===== src/design/qrpc_front.sv =====
// Front end of the clipper: accepts items into a two-entry queue.
`timescale 1ns / 1ps
module qrpc_front #(
	parameter int COORD_BITS = 32
) (
	input  logic                                  clk,
	input  logic                                  arst_n,
	input  logic                                  start,
	output logic                                  busy,
	input  logic [7:0][COORD_BITS-1:0]            vin,
	input  logic [COORD_BITS-2:0]                 hw_in,
	input  logic [COORD_BITS-2:0]                 hh_in,
	input  logic                                  pop,
	output logic                                  head_valid,
	output logic [7:0][COORD_BITS-1:0]            head_vtx,
	output logic [COORD_BITS-2:0]                 head_hw,
	output logic [COORD_BITS-2:0]                 head_hh
);

	logic [7:0][COORD_BITS-1:0] vtx_q [2];
	logic [COORD_BITS-2:0]      hw_q [2];
	logic [COORD_BITS-2:0]      hh_q [2];
	logic                       wr_ptr_q;
	logic                       rd_ptr_q;
	logic [1:0]                 count_q;
	logic                       push;
	logic                       take;

	// The queue is full when both entries hold an item.
	assign busy       = (count_q == 2'd2);
	assign push       = start && !busy;
	assign head_valid = (count_q != 2'd0);
	assign take       = pop && head_valid;
	assign head_vtx   = vtx_q[rd_ptr_q];
	assign head_hw    = hw_q[rd_ptr_q];
	assign head_hh    = hh_q[rd_ptr_q];

	// Queue storage.
	always_ff @(posedge clk) begin
		if (push) begin
			vtx_q[wr_ptr_q] <= vin;
			hw_q[wr_ptr_q]  <= hw_in;
			hh_q[wr_ptr_q]  <= hh_in;
		end
	end

	// Queue pointers and fill level.
	always_ff @(posedge clk or negedge arst_n) begin
		if (!arst_n) begin
			wr_ptr_q <= 1'b0;
			rd_ptr_q <= 1'b0;
			count_q  <= 2'd0;
		end else begin
			if (push)
				wr_ptr_q <= !wr_ptr_q;
			if (take)
				rd_ptr_q <= !rd_ptr_q;
			if (push && !take)
				count_q <= count_q + 2'd1;
			else if (take && !push)
				count_q <= count_q - 2'd1;
		end
	end

endmodule


===== config.mk =====
export PLATFORM = sky130hd
export DESIGN_NAME = qrpc_front
export DESIGN_NICKNAME = d
export VERILOG_FILES = /design/src/design/qrpc_front.sv
export SDC_FILE = /design/constraint.sdc
export NUM_CORES = 1
export LEC_CHECK = 0
export BUFFER_PORTS_ARGS = -buffer_cell sky130_fd_sc_hd__buf_4
export CAP_MARGIN = 25
export CORE_AREA = 2 2 247 249
export DETAILED_ROUTE_END_ITERATION = 7
export DIE_AREA = 0 0 249 251
export GPL_ROUTABILITY_DRIVEN = 1
export PLACE_DENSITY_LB_ADDON = 0.05
export SETUP_SLACK_MARGIN = 0.4
export SLEW_MARGIN = 20
export SYNTH_ARGS = -nofsm -noshare
export SYNTH_HDL_FRONTEND = slang
export SYNTH_SLANG_ARGS = --single-unit

===== constraint.sdc =====
create_clock -name clk -period 15.2 [get_ports clk]
set_input_delay 1.52 -clock clk [delete_from_list [all_inputs] [get_ports clk]]
set_output_delay 1.52 -clock clk [all_outputs]
set_load 0.01 [all_outputs]

* Yosys cells after proc, flatten, opt, wreduce, memory -nomap -nowiden
Memories as Yosys holds them, arrays and structs flattened.
Cells that the tools add are included.
** Cells by class
- $add $sub $neg :: 2
- Equal/unequal tests :: 1
- Mux-type cells :: 4
- Reduce and logical (&&, ||, !) cells :: 11
** Operators by type and width (count)
- zero test 1 bit :: 5
- logical AND 1 bit :: 4
- two-way mux 2 bit :: 2
- nonzero test 2 bit :: 2
- adder 2 x 1 -> 2 bit, second input constant :: 1
- equality test 2 bit, second input constant :: 1
- two-way mux 1 bit :: 2
- subtractor 2 x 1 -> 2 bit, second input constant :: 1
** Word-level totals
- Register bits :: 4
- Memory bits (writable) :: 636
- Input port bits :: 322
- Memories kept :: 3
** Memory list
- vtx_q :: depth 2, bits a word 256, rd ports 1, clocked after Yosys merged registers in 0, write ports 1, RTL line 20 : logic [7:0][COORD_BITS-1:0] vtx_q [2];
- hh_q :: depth 2, bits a word 31, rd ports 1, clocked after Yosys merged registers in 0, write ports 1, RTL line 22 : logic [COORD_BITS-2:0] hh_q [2];
- hw_q :: depth 2, bits a word 31, rd ports 1, clocked after Yosys merged registers in 0, write ports 1, RTL line 21 : logic [COORD_BITS-2:0] hw_q [2];

* Longest topological paths before layout
- Depth after elaboration :: 7
- Mapped depth :: 7
- Mapped depth without buffers :: 7

* Worst setup path after synthesis
OpenSTA, ideal clock, no wires.
- Path kind :: input to register
- Start :: in start
- End :: mem hh_q[0][0] (netlist name), enable pin
- Setup time :: 1.003 ns
- Arrival :: 14.773 ns
- Slack :: -0.576 ns
- Cell stages on the path :: 2
- Path buffers :: 0
- Cell sequence :: nand2_1 -> nor2_1
** On the way
- Word-level cells in the longest chain between the ends :: 3
** RTL lines
- start, declared :: RTL line 8 : input logic start,
- logical AND 1 bit :: RTL line 31 : assign push = start && !busy;
- two-way mux 1 bit :: RTL line 40 : if (push) begin
- two-way mux 1 bit (not written as such) :: RTL line 43 : hh_q[wr_ptr_q] <= hh_in;
- end, declared :: RTL line 22
No other way between the ends.

==> results.sh <==
export IMPL_io_buffer_count=641
export IMPL_cts_tree="built"
export IMPL_wl_met3_um=5840
export IMPL_drive_gt1_frac=0.611
export IMPL_syn_nets=1331
export IMPL_cts_hold_buf=0
export IMPL_dp_hpwl_um=40400
export IMPL_finalWorstSetupSlack_ns=10.33
export IMPL_synth_seq_cells=640
export IMPL_ys_seq_area_frac=0.825
export IMPL_p_sw_mw=1.75
export IMPL_dp_cells=2405
export IMPL_end_kind="output pin"
export IMPL_period_needed_ns=4.87
export IMPL_rows=90
export IMPL_yosys_top_cells_count="edfxtp_1 (636), mux2_2 (318), buf_6 (33)"
export IMPL_grtUsageTotal=0.182
export IMPL_wire_per_inst_um=23.2
export IMPL_multi_input_area_um2=3680
export IMPL_cp_max_fo=109
export IMPL_slew_violations=0
export IMPL_maxCapViolations=0
export IMPL_cts_resized_gates=0
export IMPL_ys_async_sr_fraction=0.00625
export IMPL_cp_required_ns=13.68
export IMPL_insertion_delay_ns=0.59
export IMPL_coreArea_um2=59800
export IMPL_synthDistinctLibCells=15
export IMPL_netlist_top_cells_area="edfxtp_1 (82%), mux2_2 (15%), buf_6 (1.6%)"
export IMPL_path_cells="buf_12, buf_16, mux2_2, buf_4"
export IMPL_p_leak_nw=11.4
export IMPL_slowest_stage="dfrtp_4"
export IMPL_hold_viol_final=0
export IMPL_cts_buffers=67
export IMPL_yosysWarnings=0
export IMPL_routed_top_layer="met5"
export IMPL_total_power_mw=6.00
export IMPL_status="finished clean"
export IMPL_hold_path_class="reg -> reg"
export IMPL_syn_area_um2=23300
export IMPL_yosysMostFrequentCell="edfxtp_1"
export IMPL_fp_dieW_um=249
export IMPL_seqCellArea_um2=19200
export IMPL_powerDensity_nw_per_um2=194
export IMPL_num_vias=11896
export IMPL_grt_pass1_wl_um=81900
export IMPL_cts_sinks=640
export IMPL_intPower_mw=4.24
export IMPL_fin_worst_skew_ns=0.0118
export IMPL_dieArea_um2=62500
export IMPL_cts_setup_buffers=0
export IMPL_p_comb_frac=0.325
export IMPL_fin_cells=2534
export IMPL_wirelength_um=58900
export IMPL_place_congestion=0.769
export IMPL_timing_hold_ws_ns=0.486
export IMPL_cp_slowest_stage_delay_ns=1.08
export IMPL_fin_crit_sh=0.320
export IMPL_antenna_found_initial=20
export IMPL_start_kind="register"
export IMPL_ir_drop_mv=0.160
export IMPL_ant_nets=0
export IMPL_drc=0
export IMPL_drt_initial_drc_count=581
export IMPL_fillers=4950
export IMPL_dpl_worst_slack_ns=10.98
export IMPL_grt_pass1_vias=12368
export IMPL_cts_root_buf="clkbuf_16"
export IMPL_clk_pin_slew_ns=0.06
export IMPL_yosysTopAreaCell="edfxtp_1"
export IMPL_final_setup_viol_count=0
export IMPL_wl_met1_um=21100
export IMPL_postSynthCellCount=1008
export IMPL_synth_top_area_share=0.821
export IMPL_overflow=0
export IMPL_drt_pass1_iter_count=4
export IMPL_grt_max_degree=174
export IMPL_worst_pin_slew_ns=1.08
export IMPL_io_pins=642
export IMPL_max_freq_mhz=205
export IMPL_clockBufferDepth=3
export IMPL_crit_arrival_ns=3.35
export IMPL_synth_edf_count=636
export IMPL_synthToLayoutAreaGrowth_pct=32.9
export IMPL_fin_nets=2016
export IMPL_dr_wl_met2_um=30300
export IMPL_synth_top_flop_cell="edfxtp_1"
export IMPL_setup_tns_ns=0
export IMPL_start_util=0.389
export IMPL_swShare=0.292
export IMPL_synth_avg_cell_area_um2=23.1
export IMPL_p_clk_frac=0.254
export IMPL_rsz0062_at_grt="false"
export IMPL_cts_max_level=3
export IMPL_crit_type="reg -> out"
export IMPL_die_height_um=251
export IMPL_p_seq_frac=0.422
export IMPL_maxSlewHeadroom=0.279
export IMPL_vias_per_cell=4.69
## kinds of logic after synthesis
family | after synthesis | synth area share
xor+xnor | 5 | 0.00188
fa+ha+maj | 1 | 0.000538
flops | 640 | 0.825
mux | 318 | 0.154
buf+inv | 37 | 0.0173
simple gates | 7 | 0.00145
## worst paths after layout
| path | start | end | slack (ns) | cells past startpoint |
|---|---|---|---|---|
| max | rd_ptr_q$_DFFE_PN0P_ | head_vtx[76] | 10.33 | 4 |
| min | count_q[1]$_DFFE_PN0P_ | count_q[1]$_DFFE_PN0P_ | 0.49 | 1 |
| max reg2reg | count_q[0]$_DFFE_PN0P_ | vtx_q[1][101]$_DFFE_PP_ | 12.15 | 4 |
| min reg2reg | count_q[1]$_DFFE_PN0P_ | count_q[1]$_DFFE_PN0P_ | 0.49 | 1 |
| max in group asynchronous | arst_n | rd_ptr_q$_DFFE_PN0P_ | 14.35 | 1 |
| min in group asynchronous | arst_n | count_q[0]$_DFFE_PN0P_ | 0.73 | 1 |
## stage by stage
stage,cell area [µm²],util
3_5_place_dp,28800,0.482
3_3_place_gp,28800,0.481
5_1_grt,30900,0.517
6_report,30900,0.517
2_1_floorplan,23300,-
4_1_cts,30900,0.516
## layout make-up
| cell class | count | share of cell area |
|---|---|---|
| sequential | 640 | 0.621 |
| timing repair buffer | 651 | 0.162 |
| multi-input combinational | 331 | 0.119 |
| clock buffer | 82 | 0.0588 |
| tap | 782 | 0.0316 |
| clock inverter | 33 | 0.00660 |
| antenna | 13 | 0.00105 |
| inverter | 2 | 0.000243 |
## worst max-delay path, delay by kind of cell (launching register included)
kind,cells,cell delay (ns)
buf+inv,3,1.01
flops,1,1.08
mux,1,0.43
## placed cells by master, fill, tap and decap left out, types with 3 or more instances in the layout
master	count
diode_2	13
clkbuf_16	71
clkbuf_1	11
buf_16	3
clkinv_1	15
xnor2_1	3
buf_12	4
clkinv_2	14
dfrtp_1	3
buf_4	644
mux2_2	318
edfxtp_1	636
## layer usage
layer	up-vias	global-route usage
met2	419	0.310
li1	5408	-
met1	5956	0.197
met4	12	0.0833
met3	101	0.0788
met5	-	0
## power groups by stage
stage	Sequential [mW]	Combinational, mW	Clock, mW
floorplan	2.65	1.09	0
global placement	2.55	1.98	0
detailed placement	2.57	1.98	0
CTS	2.53	1.99	1.57
global route	2.57	2.07	1.63
finish	2.53	1.95	1.52
## flip-flops by register name, indices dropped and copies added, names as in the netlist
name      flops
wr_ptr_q      1
hw_q         62
hh_q         62
rd_ptr_q      1
count_q       2
vtx_q       512
(Power assumes the default switching activity.)
